<file path="src/rtl/pscf_pkg.sv">
// ----------------------------------------------------------------------------
// pscf_pkg
// Types and constants shared by the prefix capture filter modules.
// ----------------------------------------------------------------------------
package pscf_pkg;

   localparam logic [1:0]  OP_LOAD    = 2'd0;
   localparam logic [1:0]  OP_PACKET  = 2'd1;
   localparam logic [1:0]  OP_RELEASE = 2'd2;

   localparam logic [15:0] ETH_IPV4   = 16'h0800;
   localparam logic [15:0] ETH_IPV6   = 16'h86DD;
   localparam logic [7:0]  CTL_PROTO  = 8'd146;

   localparam logic [47:0] TIMEOUT_RESET = 48'd3600000000;

   localparam logic [2:0] V_LOADED    = 3'd0;
   localparam logic [2:0] V_NOT_IP    = 3'd1;
   localparam logic [2:0] V_NO_MATCH  = 3'd2;
   localparam logic [2:0] V_QUEUED    = 3'd3;
   localparam logic [2:0] V_ACTIVATED = 3'd4;
   localparam logic [2:0] V_CAPTURE   = 3'd5;
   localparam logic [2:0] V_DISCARD   = 3'd6;

   typedef struct packed {
      logic [1:0]  opcode;
      logic [15:0] frame_type;
      logic [7:0]  ip_proto;
      logic [63:0] lookup_key;
      logic [9:0]  entry_slot;
      logic        entry_is_ipv6;
      logic [47:0] now_ticks;
   } req_type;

   typedef struct packed {
      logic [2:0] verdict;
      logic [9:0] matched_slot;
      logic       prefix_active;
   } rsp_type;

   typedef enum logic [2:0] {
      CMD_LOAD,
      CMD_LOAD_SKIP,
      CMD_PKT,
      CMD_REL,
      CMD_REL_SKIP,
      CMD_NOT_IP,
      CMD_BAD
   } cmd_kind_type;

   typedef struct packed {
      cmd_kind_type kind;
      logic         is_v6;
      logic         is_ctl;
      logic [63:0]  key;
      logic [9:0]   slot;
      logic [47:0]  now;
   } cmd_type;

   typedef enum logic [2:0] {
      ST_CLEAR,
      ST_IDLE,
      ST_SCAN_RD,
      ST_SCAN_CMP,
      ST_APPLY,
      ST_REL_CHK
   } back_state_type;

endpackage

</file>
<file path="src/rtl/pscf_front.sv">
// ----------------------------------------------------------------------------
// pscf_front
// Accepts request beats, classifies them and normalizes the lookup key.
// ----------------------------------------------------------------------------
module pscf_front
   import pscf_pkg::*;
#(
   parameter int TABLE_ENTRIES = 1024
) (
   input  req_type req_data,
   output cmd_type cmd
);

   logic in_range;

   // check the addressed slot against the table size
   assign in_range = (32'(req_data.entry_slot) < 32'(TABLE_ENTRIES));

   // classify the beat and build the key for the match
   always_comb begin
      cmd.is_v6  = 1'b0;
      cmd.is_ctl = (req_data.ip_proto == CTL_PROTO);
      cmd.key    = req_data.lookup_key;
      cmd.slot   = req_data.entry_slot;
      cmd.now    = req_data.now_ticks;
      cmd.kind   = CMD_BAD;
      case (req_data.opcode)
         OP_LOAD: begin
            cmd.is_v6 = req_data.entry_is_ipv6;
            cmd.kind  = in_range ? CMD_LOAD : CMD_LOAD_SKIP;
            if (!req_data.entry_is_ipv6) begin
               cmd.key = {32'd0, req_data.lookup_key[31:0]};
            end
         end
         OP_PACKET: begin
            if (req_data.frame_type == ETH_IPV4) begin
               cmd.kind = CMD_PKT;
               cmd.key  = {32'd0, req_data.lookup_key[31:0]};
            end else if (req_data.frame_type == ETH_IPV6) begin
               cmd.kind  = CMD_PKT;
               cmd.is_v6 = 1'b1;
               cmd.key   = {req_data.lookup_key[63:4], 4'd0};
            end else begin
               cmd.kind = CMD_NOT_IP;
            end
         end
         OP_RELEASE: begin
            cmd.kind = in_range ? CMD_REL : CMD_REL_SKIP;
         end
         default: begin
            cmd.kind = CMD_BAD;
         end
      endcase
   end

endmodule

</file>
<file path="config.mk">
export PLATFORM = sky130hd
export DESIGN_NAME = pscf_front
export DESIGN_NICKNAME = d
export VERILOG_FILES = /design/src/rtl/pscf_pkg.sv /design/src/rtl/pscf_front.sv
export SDC_FILE = /design/constraint.sdc
export NUM_CORES = 1
export LEC_CHECK = 0
export ABC_CLOCK_PERIOD_IN_PS = 5400
export BUFFER_PORTS_ARGS = -buffer_cell sky130_fd_sc_hd__buf_2
export CAP_MARGIN = 20
export CORE_AREA = 2 2 108 110
export DETAILED_ROUTE_END_ITERATION = 10
export DIE_AREA = 0 0 110 112
export PLACE_DENSITY = 0.46
export RECOVER_POWER = 50
export SLEW_MARGIN = 20
export SYNTH_ARGS = -nofsm -noshare
export SYNTH_HDL_FRONTEND = slang
export SYNTH_SLANG_ARGS = --single-unit
</file>
<file path="constraint.sdc">
create_clock -name vclk -period 5.4
set_input_delay 0.81 -clock vclk [all_inputs]
set_output_delay 0.81 -clock vclk [all_outputs]
set_load 0.1 [all_outputs]
</file>
==> results of run 1 <==
-- how the worst max path moves through the flow --
| stage | startpoint | to | slack (ns) | cells after the start |
|---|---|---|---|---|
| 2_1_floorplan | req_data[139] | cmd[123] | 1.41 | 4 |
| 3_3_place_gp | req_data[141] | cmd[58] | 1.66 | 6 |
| 3_5_place_dp | req_data[140] | cmd[58] | 1.62 | 6 |
| 4_1_cts | req_data[140] | cmd[58] | 1.61 | 6 |
| 5_1_grt | req_data[140] | cmd[58] | 1.53 | 6 |
| 6_report | req_data[140] | cmd[58] | 1.84 | 6 |
-- final cells by class --
type | instances | area, sq um
inverter | 2 | 7.507
timing repair buffer | 104 | 520.5
tap | 143 | 178.9
multi-input combinational | 59 | 415.4
fill | 1298 | 10050
-- layer usage --
layer / global-route usage / vias up / wire length [um]
met1: 0.03096 / 421 / 920
li1: - / 453 / -
met2: 0.1292 / 110 / 2410
met3: 0.02869 / 34 / 660
met4: 0.02785 / 0 / 205
met5: 0 / - / 0
-- synthesized netlist by cell type, drive strengths merged --
cell type	instances	area [sq um]
a21oi	1	5.000
and2	5	31.28
and3	32	202.7
and4	1	8.760
and4b	1	10.01
buf	89	679.4
clkbuf	4	15.01
inv	2	7.510
nand2b	2	12.51
nand3	1	5.000
nand4	2	12.51
nand4b	2	32.53
nor2	2	7.510
nor3	1	16.27
nor4	3	18.77
nor4bb	1	10.01
o211ai	1	7.510
o31a	1	8.760
or3	1	6.260
or4	1	11.26
xor2	1	8.760
-- power breakdown --
part / switching [W] / total [W] / internal (W)
clock network: 0 / 0 / 0
logic: 0.000163 / 0.000203 / 0.0000395
registers: 0 / 0 / 0
-- cell families after synthesis --
kind of cell,count (synthesis),share of synthesized area
AO/OA/AOI/OAI,3,0.01904
XOR/XNOR,1,0.007840
buffers and inverters,95,0.6282
AND/OR/NAND/NOR,55,0.3449
-- metrics by stage --
step,worst slack [ns],hold WS (ns)
after floorplan,1.415,1.832
after global placement,1.659,1.621
after detailed placement,1.617,1.621
after CTS,1.610,1.621
after global routing,1.535,1.620
final,1.839,1.620
==> impl_metrics.env, run 1 <==
export IMPL_syn_inst=154
export IMPL_clockBufferCount=0
export IMPL_power_leakage_nw=0.6362
export IMPL_gp_congestion=0.6012
export IMPL_hold_depth=0
export IMPL_wirelength_mm=4.196
export IMPL_dp_hpwl_mm=3.850
export IMPL_diodes=0
export IMPL_placed_cell_area_sq_um=1122
export IMPL_cts_resized=0
export IMPL_grt_pass1_vias=931
export IMPL_slowest_delay_ns=0.79
export IMPL_drcViolationCount=0
export IMPL_setup_viol=0
export IMPL_core_sq_um=11170
export IMPL_min_delay_start="req_data[11]"
export IMPL_io_pins=276
export IMPL_grt_max_degree=33
export IMPL_status="finished, final reports clean"
export IMPL_ant_nets=0
export IMPL_layout_common_cells="buf_2, and3_1, and2_1, nor4_1"
export IMPL_fin_util=0.1004
export IMPL_syn_area_sq_um=1117
export IMPL_post_place_cells=308
export IMPL_num_rows=39
export IMPL_die_area_sq_um=12320
export IMPL_numPortBuffers=104
export IMPL_worst_path_max_delay_cell="nor4_1"
export IMPL_dr_pass1_iters=4
export IMPL_hold_end="cmd[11]"
export IMPL_fp_dieH_um=112
export IMPL_ys_seq_area_frac=0
export IMPL_grt_usage=0.05773
export IMPL_layout_commonest_cell="buf_2"
export IMPL_rsz0062_at_grt="no"
export IMPL_required_ns=4.59
export IMPL_seq_area_sq_um=0
export IMPL_die_w_um=110
export IMPL_final_cell_area_sq_um=1122
export IMPL_drt_iter0_drc=14
export IMPL_critPathBufInv=2
export IMPL_nNetsFinal=316
export IMPL_end_kind="output pin"
export IMPL_avgSynthCellArea_sq_um=7.255
export IMPL_max_vdd_ir_drop_mv=0.06117
export IMPL_hp_class="primary input to output pin"
export IMPL_vias_per_cell=3.305
export IMPL_post_cts_buffers=0
export IMPL_maxSlewViolCount=0
export IMPL_cpMostUsedCell="buf_2"
export IMPL_design_seq_count=0
export IMPL_power_density_nw_per_um2=180.6
export IMPL_critPathKind="primary input to output pin"
export IMPL_drive_gt1_frac=0.6606
export IMPL_cts_hold_buf=0
export IMPL_synth_nets=303
export IMPL_relSlewSlack=0.3577
export IMPL_max_freq_mhz=280.8
export IMPL_initial_core_util=0.09999
export IMPL_wl_per_cell_um=13.62
export IMPL_hold_viol_final=0
export IMPL_critical_path_top_delay_family="simple AND/OR/NAND/NOR gates"
export IMPL_crit_chain="buf_2 > nand4_1 > nor4_1 > nand4b_1 > and2_1 > buf_2"
export IMPL_final_setup_tns_ns=0
export IMPL_synth_distinct_cells=24
export IMPL_worst_pin_slew_ns=0.9547
export IMPL_ys_warn_count=0
export IMPL_grt_overflow=0
export IMPL_vias=1018
export IMPL_critPathArrivalTime_ns=2.75
export IMPL_antenna_found_initial=0
export IMPL_grt_pass1_wl_mm=5.230
export IMPL_syn_to_final_growth_pct=0.4482
export IMPL_fin_crit_ns=3.561
export IMPL_cap_violations=0
export IMPL_crit_path_max_fanout=4
export IMPL_power_total_w=0.0002027
export IMPL_layout_cells_non_filler=308
export IMPL_start_kind="primary input"
export IMPL_period_share=0.6595
(Power assumes the default switching activity.)
==> run 2, diff against run 1 <==
--- a/config.mk
+++ b/config.mk
@@ -5,13 +5,13 @@
 export SDC_FILE = /design/constraint.sdc
 export NUM_CORES = 1
 export LEC_CHECK = 0
-export ABC_CLOCK_PERIOD_IN_PS = 5400
+export ABC_CLOCK_PERIOD_IN_PS = 3300
 export BUFFER_PORTS_ARGS = -buffer_cell sky130_fd_sc_hd__buf_2
 export CAP_MARGIN = 20
-export CORE_AREA = 2 2 108 110
+export CORE_AREA = 2 2 106 108
 export DETAILED_ROUTE_END_ITERATION = 10
-export DIE_AREA = 0 0 110 112
-export PLACE_DENSITY = 0.46
+export DIE_AREA = 0 0 108 110
+export PLACE_DENSITY = 0.48
 export RECOVER_POWER = 50
 export SLEW_MARGIN = 20
 export SYNTH_ARGS = -nofsm -noshare
==> constraint.sdc (replaced) <==
create_clock -name vclk -period 3.3
set_input_delay 0.495 -clock vclk [all_inputs]
set_output_delay 0.495 -clock vclk [all_outputs]
set_load 0.1 [all_outputs]
==> run 2 against run 1 <==
  * Die area fell by 3.6%
  * Sequential share of layout area did not move
  * Setup slack got worse by 1.4 ns
  * Count of clock-buffer cells in the layout did not move
  * Routed wire length fell by 14%
  * Critical endpoint is now cmd[94]
==> impl_metrics.env, run 2 (same netlist as run 1, synthesis figures left out) <==
export IMPL_p_int_w=0.00006480
export IMPL_dp_hpwl_mm=3.185
export IMPL_critical_path_top_delay_family="simple AND/OR/NAND/NOR gates"
export IMPL_num_rows=38
export IMPL_grt_pass1_wl_mm=4.367
export IMPL_io_pins=276
export IMPL_maxSlewViolCount=0
export IMPL_final_cell_area_sq_um=1125
export IMPL_rsz0062_at_grt="no"
export IMPL_relSlewSlack=0.4663
export IMPL_die_w_um=108
export IMPL_design_seq_count=0
export IMPL_seq_area_sq_um=0
export IMPL_hold_viol_final=0
export IMPL_numPortBuffers=104
export IMPL_clockBufferCount=0
export IMPL_crit_chain="buf_2 > or4_4 > nor3_4 > nand4b_4 > and3_2 > buf_2"
export IMPL_max_vdd_ir_drop_mv=0.09893
export IMPL_cpMostUsedCell="buf_2"
export IMPL_final_setup_tns_ns=0
export IMPL_comb_power_share=1.000
export IMPL_gp_congestion=0.6288
export IMPL_preCtsSetupSlack_ns=0.3844
export IMPL_core_sq_um=10700
export IMPL_nNetsFinal=316
export IMPL_drcViolationCount=0
export IMPL_required_ns=2.80
export IMPL_die_area_sq_um=11880
export IMPL_critPathArrivalTime_ns=2.39
export IMPL_finalHoldWorstSlack_ns=0.9900
export IMPL_wl_per_cell_um=11.77
export IMPL_swShare=0.8055
export IMPL_cap_violations=0
export IMPL_vias=1028
export IMPL_drt_iter0_drc=46
export IMPL_layout_common_cells="buf_2, and3_1, and2_1, nor4_1"
export IMPL_crit_path_max_fanout=32
export IMPL_layout_commonest_cell="buf_2"
export IMPL_fp_dieH_um=110
export IMPL_ant_nets=0
export IMPL_setup_ws_ns=0.4156
export IMPL_critPathKind="primary input to output pin"
export IMPL_cts_hold_buf=0
export IMPL_critPathBufInv=2
export IMPL_hp_class="primary input to output pin"
export IMPL_worst_path_max_delay_cell="or4_4"
export IMPL_status="finished, final reports clean"
export IMPL_syn_to_final_growth_pct=0.6720
export IMPL_wirelength_mm=3.602
export IMPL_grt_pass1_vias=927
export IMPL_end_kind="output pin"
export IMPL_p_switching_w=0.0002683
export IMPL_start_kind="primary input"
export IMPL_power_share_clock=0
export IMPL_post_cts_buffers=0
export IMPL_grt_max_degree=33
export IMPL_placed_cell_area_sq_um=1122
export IMPL_setup_viol=0
export IMPL_fin_crit_ns=2.884
export IMPL_dr_pass1_iters=3
export IMPL_initial_core_util=0.1044
export IMPL_vias_per_cell=3.359
export IMPL_seq_power_share=0
export IMPL_cts_resized=0
export IMPL_antenna_found_initial=1
export IMPL_power_leakage_nw=0.6363
export IMPL_grt_overflow=0
export IMPL_max_freq_mhz=346.7
export IMPL_worst_pin_slew_ns=0.8005
export IMPL_drive_gt1_frac=0.6667
export IMPL_power_density_nw_per_um2=296.2
export IMPL_period_share=0.8741
export IMPL_slowest_delay_ns=0.53
export IMPL_grt_usage=0.04738
run 2: worst paths after layout:
check | cells after the start | slack, ns | end | startpoint
max | 6 | 0.42 | cmd[94] | req_data[139]
min | 0 | 0.99 | cmd[11] | req_data[11]
run 2: cell type report:
class	count	area (sq um)
timing repair buffer	104	520.5
antenna	1	2.502
tap	140	175.2
inverter	2	7.507
fill	1242	9573
multi-input combinational	59	419.2
run 2: routing by layer:
layer	track usage	wire length (um)	vias up
met4	0.04579	312	0
met2	0.1015	1954	99
met1	0.02923	889	432
li1	-	-	455
met3	0.01411	446	42
met5	0	0	-
run 2: metrics by stage:
| stage | cells | power (W) | util |
|---|---|---|---|
| final | 306 | 0.0003331 | 0.1051 |
| after global routing | 305 | 0.0003469 | 0.1049 |
| after CTS | 305 | 0.0003351 | 0.1049 |
| after detailed placement | 305 | 0.0003348 | 0.1049 |
| after global placement | 305 | 0.0003333 | 0.1049 |
| after floorplan | 154 | 0.0007563 | - |
run 2: power by group through the flow:
stage,sequential (W),clock [W],combinational [W]
after floorplan,0,0,0.000756
after global placement,0,0,0.000333
after detailed placement,0,0,0.000335
after CTS,0,0,0.000335
after global routing,0,0,0.000347
final,0,0.0000000000407,0.000333
