<file path="config.mk">
export PLATFORM = sky130hd
export DESIGN_NAME = pscf_queue
export DESIGN_NICKNAME = d
export VERILOG_FILES = /design/src/rtl/pscf_pkg.sv /design/src/rtl/pscf_queue.sv
export SDC_FILE = /design/constraint.sdc
export NUM_CORES = 1
export LEC_CHECK = 0
export BUFFER_PORTS_ARGS = -buffer_cell sky130_fd_sc_hd__buf_2
export CAP_MARGIN = 5
export CORE_MARGIN = 2
export CORE_UTILIZATION = 47
export DETAILED_ROUTE_END_ITERATION = 16
export PLACE_DENSITY = 0.77
export SYNTH_ARGS = -nofsm -noshare
export SYNTH_HDL_FRONTEND = slang
export SYNTH_SLANG_ARGS = --single-unit
export TNS_END_PERCENT = 1
</file>
<file path="constraint.sdc">
create_clock -name clock -period 7.3 [get_ports clock]
set_input_delay 0.73 -clock clock [delete_from_list [all_inputs] [get_ports clock]]
set_output_delay 0.73 -clock clock [all_outputs]
set_load 0.02 [all_outputs]
</file>
<file path="src/rtl/pscf_pkg.sv">
// ----------------------------------------------------------------------------
// pscf_pkg
// Types and constants shared by the prefix capture filter modules.
// ----------------------------------------------------------------------------
package pscf_pkg;

   localparam logic [1:0]  OP_LOAD    = 2'd0;
   localparam logic [1:0]  OP_PACKET  = 2'd1;
   localparam logic [1:0]  OP_RELEASE = 2'd2;

   localparam logic [15:0] ETH_IPV4   = 16'h0800;
   localparam logic [15:0] ETH_IPV6   = 16'h86DD;
   localparam logic [7:0]  CTL_PROTO  = 8'd146;

   localparam logic [47:0] TIMEOUT_RESET = 48'd3600000000;

   localparam logic [2:0] V_LOADED    = 3'd0;
   localparam logic [2:0] V_NOT_IP    = 3'd1;
   localparam logic [2:0] V_NO_MATCH  = 3'd2;
   localparam logic [2:0] V_QUEUED    = 3'd3;
   localparam logic [2:0] V_ACTIVATED = 3'd4;
   localparam logic [2:0] V_CAPTURE   = 3'd5;
   localparam logic [2:0] V_DISCARD   = 3'd6;

   typedef struct packed {
      logic [1:0]  opcode;
      logic [15:0] frame_type;
      logic [7:0]  ip_proto;
      logic [63:0] lookup_key;
      logic [9:0]  entry_slot;
      logic        entry_is_ipv6;
      logic [47:0] now_ticks;
   } req_type;

   typedef struct packed {
      logic [2:0] verdict;
      logic [9:0] matched_slot;
      logic       prefix_active;
   } rsp_type;

   typedef enum logic [2:0] {
      CMD_LOAD,
      CMD_LOAD_SKIP,
      CMD_PKT,
      CMD_REL,
      CMD_REL_SKIP,
      CMD_NOT_IP,
      CMD_BAD
   } cmd_kind_type;

   typedef struct packed {
      cmd_kind_type kind;
      logic         is_v6;
      logic         is_ctl;
      logic [63:0]  key;
      logic [9:0]   slot;
      logic [47:0]  now;
   } cmd_type;

   typedef enum logic [2:0] {
      ST_CLEAR,
      ST_IDLE,
      ST_SCAN_RD,
      ST_SCAN_CMP,
      ST_APPLY,
      ST_REL_CHK
   } back_state_type;

endpackage

</file>
<file path="src/rtl/pscf_queue.sv">
// ----------------------------------------------------------------------------
// pscf_queue
// Two-entry command queue between the front and back parts.
// ----------------------------------------------------------------------------
module pscf_queue
   import pscf_pkg::*;
(
   input  logic    clock,
   input  logic    reset,
   input  logic    push,
   input  cmd_type push_data,
   output logic    full,
   input  logic    pop,
   output logic    q_valid,
   output cmd_type q_data
);

   cmd_type    slot_ff [2];
   logic       wr_ptr_ff, wr_ptr_in;
   logic       rd_ptr_ff, rd_ptr_in;
   logic [1:0] count_ff, count_in;

   assign full    = (count_ff == 2'd2);
   assign q_valid = (count_ff != 2'd0);
   assign q_data  = slot_ff[rd_ptr_ff];

   // advance pointers and count
   always_comb begin
      wr_ptr_in = push ? ~wr_ptr_ff : wr_ptr_ff;
      rd_ptr_in = pop ? ~rd_ptr_ff : rd_ptr_ff;
      count_in  = count_ff + 2'(push) - 2'(pop);
   end

   always_ff @(posedge clock) begin
      if (reset) begin
         wr_ptr_ff <= 1'b0;
         rd_ptr_ff <= 1'b0;
         count_ff  <= 2'd0;
      end else begin
         wr_ptr_ff <= wr_ptr_in;
         rd_ptr_ff <= rd_ptr_in;
         count_ff  <= count_in;
      end
   end

   // hold queued commands
   always_ff @(posedge clock) begin
      if (push) begin
         slot_ff[wr_ptr_ff] <= push_data;
      end
   end

endmodule

</file>
==> flow_summary_export.csv, run 1 <==
group,metric,value,unit
placed_design,dp_hpwl,12200,um
routing,routed_wirelength,18100,um
floorplanning,die_y,146,um
placed_design,gp_congestion,0.754,
outcome,outcome,"completed",
floorplanning,rows,51,
sta,relSlewSlack,0.248,
floorplanning,dieArea,0.0213,mm^2
sta,setup_viol,0,
power,leakagePower,4.52,nW
setup_path,path_class,"reg2out",
clock_tree,cts_resized,0,
setup_path,arrival,2940,ps
yosys,synthTopCellsByArea,"edfxtp_1 80%, mux2_2 12%, mux2_4 4.7%",
clock_tree,insertion_delay,510,ps
global_route,grt_pass1_wl,27900,um
clock_tree,cts_tree,"yes",
global_route,antenna_found_initial,4,
global_route,first_global_vias,5131,
routing,drt-met1-wl,7210,um
sta,fin_crit_sh,0.502,
finish,finalNonFillerCells,978,
sta,rsz0062_at_grt,"no",
global_route,grt_max_degree,85,
sta,hold_ws,404,ps
yosys,ys_ff_latch,259,
sta,min_period,3670,ps
finish,area_growth,25.1,%
routing,met3WireLength,1210,um
clock_tree,cts_max_path_buffers,3,
clock_tree,h-tree-depth,1,
min_path,holdPathStages,1,
routing,wl_met2,9280,um
setup_path,rr_startpoint,"wr_ptr_ff$_SDFFE_PP0P_",
sta,fmax,0.273,GHz
min_path,hold_end,"slot_ff[0][23]$_DFFE_PP_",
clock_tree,hold_buffers,0,
finish,nets,826,
routing,routedWlPerCell,18.5,um
yosys,netlist_area,0.00949,mm^2
min_path,hold_start,"push_data[23]",
placed_design,port_buffers,259,
clock_tree,cts.sinks,259,
yosys,syn_nets,549,
finish,layout-drive-gt1-share,0.601,
yosys,ys_warn_count,0,
sta,skew,10.1,ps
setup_path,rrSetupSlack,4860,ps
routing,drc,0,
setup_path,reg2reg_depth,2,
floorplanning,coreArea,0.0197,mm^2
power,p_per_area,290,mW/mm^2
yosys,synth_cell_types,14,
global_route,grt-ovfl-total,0,
yosys,seq_area_frac_synth,0.814,
yosys,syn_inst,416,
routing,highest_layer,"met5",
global_route,grt_usage,0.165,
clock_tree,cts_buffers,26,
routing,drtAntennaViolNets,0,
yosys,syn_area_per_cell,22.8,um^2
yosys,synth_top_cell_by_area,"edfxtp_1",
power,ir_drop,0.233,mV
min_path,min_path_type,"in2reg",
placed_design,place_inst,930,
sta,drv_slew,0,
sta,tightest_slew,1130,ps
routing,num_vias,4769,
floorplanning,initial_utilization,0.483,
clock_tree,clkTransAtPathRegs,60,ps
setup_path,cp.required,6570,ps
finish,n_fill_cell,1498,
routing,via_per_inst,4.88,
setup_path,critPathCaptureType,"output port",
setup_path,timing.rr.end,"slot_ff[1][74]$_DFFE_PP_",
floorplanning,ios,260,
yosys,synth_top_area_frac,0.804,
setup_path,worst_setup_path_start_kind,"register",
routing,drtIter0Drc,194,
setup_path,critPathMaxFanout,72,
floorplanning,die_x,146,um
routing,dr.pass1.iters,5,
sta,finalHoldViolCount,0,
clock_tree,postCtsSetupBuffers,0,
sta,tns,0,ps
clock_tree,cts_root_buffer,"clkbuf_16",
job,maxCapViolations,0,
-- layout by cell type, fill, tap and decap left out --
master,synthesis,layout
inv_1,2,2
clkbuf_16,0,27
and2_4,0,1
dfxtp_4,0,1
dfxtp_1,5,4
or2_2,1,1
clkinv_2,0,4
nor2_1,4,4
buf_2,9,259
mux2_4,30,30
ha_1,2,2
xnor3_1,1,1
diode_2,0,2
clkbuf_1,0,6
xnor2_1,2,2
nor2b_4,0,1
bufinv_16,0,2
clkinv_1,0,7
edfxtp_1,254,254
mux2_2,97,97
nor2b_1,3,2
buf_4,0,4
-- worst max-delay path by stage --
stage               startpoint  cells past startpoint                       to  slack (ps)
floorplan                 push                      1  slot_ff[0][0]$_DFFE_PP_         430
global placement      register                      3               q_data[82]        4170
detailed placement    register                      3               q_data[18]        4120
CTS                   register                      3               q_data[17]        3560
global route          register                      3               q_data[18]        3450
finish                register                      3               q_data[17]        3630
-- worst max-delay path, cell delays in order (launching register included) --
cell	delay (ps)
dfxtp_4	820
buf_4	890
mux2_2	440
buf_2	160
-- where the power goes --
group / internal, mW / switching, mW / total, mW / leakage [nW]
Clock: 0.740 / 0.507 / 1.25 / 0.395
Combinational: 0.178 / 0.243 / 0.422 / 1.70
Sequential: 1.74 / 0.0342 / 1.77 / 2.43
Total: 2.66 / 0.784 / 3.44 / 4.52
-- layer usage --
metal  global-route usage  vias up
met5                    0        -
met4               0.0505        2
met3               0.0434       32
met2                0.286      179
met1                0.203     2349
li1                     -     2207
-- cells by family (layout without fill, tap and decap cells) --
group,Yosys count,in the layout,share of synthesized area
muxes,127,127,0.163
xor gates and xnor gates,3,3,0.00422
other,0,2,0
DFF,259,259,0.814
and+or+nand+nor,9,9,0.00488
buffers and inverters,16,311,0.0115
adders and majority gates,2,2,0.00264
-- area by class of cell --
type	count	area, um^2	share of cell area
sequential	259	7730	0.651
multi-input combinational	141	1660	0.140
timing repair buffer	263	1330	0.112
clock buffer	33	698	0.0588
tap	265	332	0.0279
clock inverter	13	106	0.00896
inverter	2	7.51	0.000632
antenna	2	5.00	0.000422
-- metrics by stage --
step	cell area [um^2]	worst slack [ps]	util	power [mW]
after floorplan	9490	435	-	2.08
after global placement	11100	4170	0.563	2.21
after detailed placement	11100	4120	0.563	2.23
after CTS	11900	3560	0.604	3.48
after global routing	11900	3450	0.604	3.57
final	11900	3630	0.604	3.44
-- state kept, by name, indices dropped and copies added (netlist names), named ones only --
| name | count |
|---|---|
| rd_ptr_ff | 1 |
| wr_ptr_ff | 1 |
| slot_ff | 254 |
| count_ff | 2 |
-- synth_stat cells (all sizes together) --
cell / n
and2: 1
buf: 14
dfxtp: 5
edfxtp: 254
ha: 2
inv: 2
mux2: 127
nor2: 4
nor2b: 3
or2: 1
xnor2: 2
xnor3: 1
(Power assumes the default switching activity.)
==> run 2, diff against run 1 <==
CORE_UTILIZATION = 52   (was 47)
PLACE_DENSITY = 0.8   (was 0.77)
clock period = 3.5 ns   (was 7.3 ns; I/O delays follow)
==> run 2 against run 1 <==
Effect of this change:
- sequential power up 110%
- cell count down 3.7%
- first-iteration DRC count up 1.5%
- critical path depth unchanged
- via count up 0.99%
- clock skew up 0.81 ps
- flip-flop and latch count unchanged
- non-clock buffer count up 3
- core utilization up 5.8 points
==> flow_summary_export.csv, run 2 (synthesis gave the netlist of run 1 again) <==
group,metric,value,unit
routing,drt-met1-wl,6970,um
sta,drv_slew,0,
floorplanning,dieArea,0.0193,mm^2
clock_tree,cts_resized,0,
sta,skew,10.9,ps
routing,drtIter0Drc,197,
global_route,first_global_vias,5024,
power,ir_drop,0.687,mV
setup_path,cp_top_family,"buffers and inverters",
clock_tree,postCtsSetupBuffers,0,
finish,nets,828,
finish,regMostFlops,"slot_ff",
finish,final_cell_mix,"259 x buf_2, 254 x edfxtp_1, 97 x mux2_2",
routing,highest_layer,"met4",
setup_path,critPathMaxFanout,38,
finish,area_growth,25.3,%
clock_tree,cts_root_buffer,"clkbuf_16",
setup_path,worst_setup_path_start_kind,"register",
placed_design,dp_slack,1420,ps
routing,met3WireLength,1340,um
floorplanning,ios,260,
job,maxCapViolations,0,
sta,min_period,2570,ps
floorplanning,die_y,139,um
setup_path,critPathMaxStageDelay,600,ps
finish,largestRegisters,"slot_ff x254, count_ff x2",
sta,finalWorstSetupSlack,929,ps
routing,wl_met2,8800,um
global_route,antenna_found_initial,0,
floorplanning,die_x,139,um
finish,postLayoutCoreUtil,0.662,
sta,setup_viol,0,
setup_path,critPathCaptureType,"output port",
sta,fin_crit_sh,0.734,
power,p_per_area,605,mW/mm^2
global_route,grt_max_degree,76,
finish,layout-drive-gt1-share,0.607,
finish,design_area,0.0119,mm^2
routing,routedWlPerCell,18.6,um
setup_path,crit_buf_inv,2,
clock_tree,cts_tree,"yes",
floorplanning,rows,49,
clock_tree,cts.sinks,259,
finish,finalNonFillerCells,942,
sta,finalHoldViolCount,0,
clock_tree,insertion_delay,500,ps
sta,rsz0062_at_grt,"no",
routing,drtAntennaViolNets,0,
routing,dr.pass1.iters,4,
clock_tree,h-tree-depth,1,
floorplanning,coreArea,0.0180,mm^2
sta,tightest_slew,710,ps
routing,drc,0,
clock_tree,hold_buffers,0,
global_route,grt-ovfl-total,0,
setup_path,cp.required,3150,ps
sta,relSlewSlack,0.526,
clock_tree,clkTransAtPathRegs,60,ps
finish,final_common_cell,"buf_2",
clock_tree,cts_max_path_buffers,3,
setup_path,path_class,"reg2out",
global_route,grt_pass1_wl,26700,um
placed_design,port_buffers,259,
placed_design,place_inst,897,
power,total_power,7.20,mW
setup_path,crit_chain,"buf_4 > mux2_2 > buf_2",
setup_path,worst_path_max_delay_cell,"dfxtp_4",
floorplanning,initial_utilization,0.528,
routing,via_per_inst,5.11,
outcome,outcome,"completed",
min_path,min_path_type,"in2reg",
routing,num_vias,4816,
placed_design,dp_hpwl,11700,um
finish,largest_reg_flops,254,
placed_design,gp_congestion,0.744,
clock_tree,cts_buffers,25,
global_route,grt_usage,0.175,
finish,n_fill_cell,1206,
routing,routed_wirelength,17500,um
power,leakagePower,4.55,nW
setup_path,arrival,2220,ps
placed_design,place_area,0.0111,mm^2
sta,fmax,0.389,GHz
-- run 2: final timing paths --
kind	startpoint	to	slack [ps]	cells after the start
hold reg to reg	rd_ptr_ff$_SDFFE_PP0P_	register	530	2
setup / recovery	register	q_data[21]	930	3
setup reg to reg	wr_ptr_ff$_SDFFE_PP0P_	slot_ff[0][60]$_DFFE_PP_	1740	2
hold / removal	push_data[29]	slot_ff[0][29]$_DFFE_PP_	40	1
-- run 2: metrics by stage --
stage	TNS, ps	hold WS, ps
2_1_floorplan	-41020	422
3_3_place_gp	0	495
3_5_place_dp	0	523
4_1_cts	0	16.5
5_1_grt	0	22.2
6_report	0	36.1
-- run 2: final cells by class --
type,count,area [um^2],area share
Antenna cell,1,2.50,0.000210
Sequential cell,259,7730,0.650
Clock buffer,36,697,0.0586
Clock inverter,8,114,0.00958
Multi-Input combinational cell,141,1660,0.140
Timing Repair Buffer,266,1390,0.117
Inverter,2,7.51,0.000631
Tap cell,229,287,0.0241
-- run 2: routing by layer --
layer / up-vias / track usage
li1: 2211 / -
met1: 2364 / 0.223
met2: 204 / 0.302
met3: 37 / 0.0401
met4: 0 / 0.0516
met5: - / 0
-- run 2: where the power goes --
group / total, mW / switching (mW) / internal (mW)
registers: 3.69 / 0.0625 / 3.62
clock network: 2.62 / 1.02 / 1.60
logic: 0.896 / 0.516 / 0.380
==> run 3, diff against run 2 <==
CORE_UTILIZATION = 47   (was 52)
PLACE_DENSITY = 0.77   (was 0.8)
clock period = 2.1 ns   (was 3.5 ns; I/O delays follow)
==> run 3 against run 2 <==
Effect of this change:
- clock power rose by 60%
- global-route usage grew 1.8 points
- critical endpoint is now q_data[13]
- count of clock-buffer cells in the layout fell by 7
- flip-flop and latch count unchanged
- largest cell class unchanged
- highest routed layer unchanged
- setup slack worse by 840 ps
==> flow_summary_export.csv, run 3 (synthesis gave the netlist of run 1 again) <==
group,metric,value,unit
routing,routedWlPerCell,18.8,um
sta,finalWorstSetupSlack,88.5,ps
global_route,first_global_vias,6064,
clock_tree,cts_root_buffer,"clkbuf_16",
sta,relSlewSlack,0.588,
power,total_power,12.1,mW
global_route,grt_pass1_wl,32400,um
setup_path,critPathMaxFanout,31,
setup_path,critPathMaxStageDelay,490,ps
routing,via_per_inst,4.86,
setup_path,worst_path_max_delay_cell,"dfxtp_4",
setup_path,cp.required,1890,ps
power,p_per_area,910,mW/mm^2
finish,largestRegisters,"slot_ff x254, count_ff x2",
finish,multi_input_area,0.00166,mm^2
clock_tree,insertion_delay,500,ps
sta,finalHoldViolCount,0,
finish,layout-drive-gt1-share,0.516,
finish,seqCellArea,0.00773,mm^2
routing,drc,0,
setup_path,reg2reg_depth,2,
finish,design_area,0.0133,mm^2
job,maxCapViolations,0,
clock_tree,cts_resized,0,
sta,tns,0,ps
global_route,use_met3,0.0416,
setup_path,arrival,1800,ps
sta,fmax,0.497,GHz
setup_path,path_class,"reg2out",
sta,skew,19.8,ps
global_route,grt_usage,0.192,
routing,num_vias,5412,
finish,n_fill_cell,1294,
finish,nets,964,
setup_path,critPathCaptureType,"output port",
routing,drtAntennaViolNets,0,
outcome,outcome,"completed",
min_path,min_path_type,"in2reg",
finish,largest_reg_flops,254,
finish,final_common_cell,"buf_2",
floorplanning,rows,51,
setup_path,timing.rr.end,"slot_ff[1][11]$_DFFE_PP_",
routing,dr.pass1.iters,4,
finish,antenna_cells,0,
placed_design,dp_slack,494,ps
finish,area_growth,40.0,%
placed_design,port_buffers,259,
clock_tree,cts_max_path_buffers,3,
floorplanning,ios,260,
finish,regMostFlops,"slot_ff",
floorplanning,coreArea,0.0197,mm^2
floorplanning,die_y,146,um
global_route,grtUsageMet2,0.368,
clock_tree,h-tree-depth,1,
placed_design,gp_congestion,0.725,
clock_tree,cts_tree,"yes",
sta,setup_viol,0,
global_route,grt_max_degree,84,
setup_path,crit_end,"q_data[13]",
power,ir_drop,0.820,mV
global_route,grt-ovfl-total,0,
routing,routed_wirelength,20900,um
placed_design,place_area,0.0112,mm^2
power,leakagePower,5.11,nW
sta,fin_crit_sh,0.958,
setup_path,rrSetupSlack,620,ps
routing,drtIter0Drc,264,
finish,postLayoutCoreUtil,0.676,
floorplanning,dieArea,0.0213,mm^2
clock_tree,cts.sinks,259,
sta,rsz0062_at_grt,"no",
global_route,met1_usage,0.215,
floorplanning,die_x,146,um
floorplanning,initial_utilization,0.483,
sta,drv_slew,0,
global_route,antenna_found_initial,0,
clock_tree,cts_buffers,25,
setup_path,rr_startpoint,"wr_ptr_ff$_SDFFE_PP0P_",
global_route,busiest_layer,"met2",
finish,final_cell_mix,"259 x buf_2, 254 x edfxtp_1, 130 x dlygate4sd3_1",
sta,tightest_slew,618,ps
clock_tree,clkTransAtPathRegs,60,ps
setup_path,worst_setup_path_start_kind,"register",
sta,min_period,2010,ps
setup_path,crit_chain,"buf_12 > mux2_2 > buf_2",
placed_design,dp_hpwl,12400,um
==> run 3: cell types whose count changed in the layout (fill, tap and decap cells not counted), sizes merged <==
cell	change
clkbuf	-7
clkinv	+8
dlygate4sd3	+130
bufinv	-1
clkinvlp	+1
diode	-1
buf	+6
==> run 3: final cells by class <==
class / instances / area share
clock buffer: 29 / 0.0482
sequential: 259 / 0.582
clock inverter: 16 / 0.00933
tap: 265 / 0.0250
inverter: 2 / 0.000565
multi-input combinational: 141 / 0.125
timing repair buffer: 402 / 0.209
==> run 3: what timing repair did <==
| item | CTS | global route |
|---|---|---|
| hold buffers | 130 | 0 |
| hold endpoints to repair | 259 | 0 |
| setup endpoints to repair | 64 | 0 |
| buffers inserted | 1 | 0 |
==> run 3: per-stage QoR <==
step	hold slack [ps]	instances
finish	126	1114
detailed placement	401	938
global placement	397	938
floorplan	275	416
CTS	101	1114
global route	146	1114
==> run 3: worst min path at each step <==
stage	startpoint	end	slack [ps]	cells past startpoint
finish	push	count_ff[0]$_SDFF_PP0_	130	3
global route	push	count_ff[0]$_SDFF_PP0_	150	3
CTS	push	count_ff[0]$_SDFF_PP0_	100	3
detailed placement	push_data[12]	slot_ff[1][12]$_DFFE_PP_	400	1
global placement	push_data[72]	slot_ff[0][72]$_DFFE_PP_	400	1
floorplan	reset	wr_ptr_ff$_SDFFE_PP0P_	270	1
==> run 3: metal layers <==
metal  wire length [um]  up-vias
li1                   -     2478
met1               7770     2670
met2              11400      224
met3               1280       40
met4                465        0
met5                  0        -
==> run 3: power by group <==
group / total, mW / internal [mW] / switching (mW)
logic: 1.77 / 0.822 / 0.951
registers: 6.13 / 6.04 / 0.0968
clock network: 4.18 / 2.42 / 1.76
==> run 3: worst max-delay path: cells and delay by family, from the launching register on <==
kind / cells / cell delay, ps
buffers and inverters: 2 / 410
DFF: 1 / 490
muxes: 1 / 370
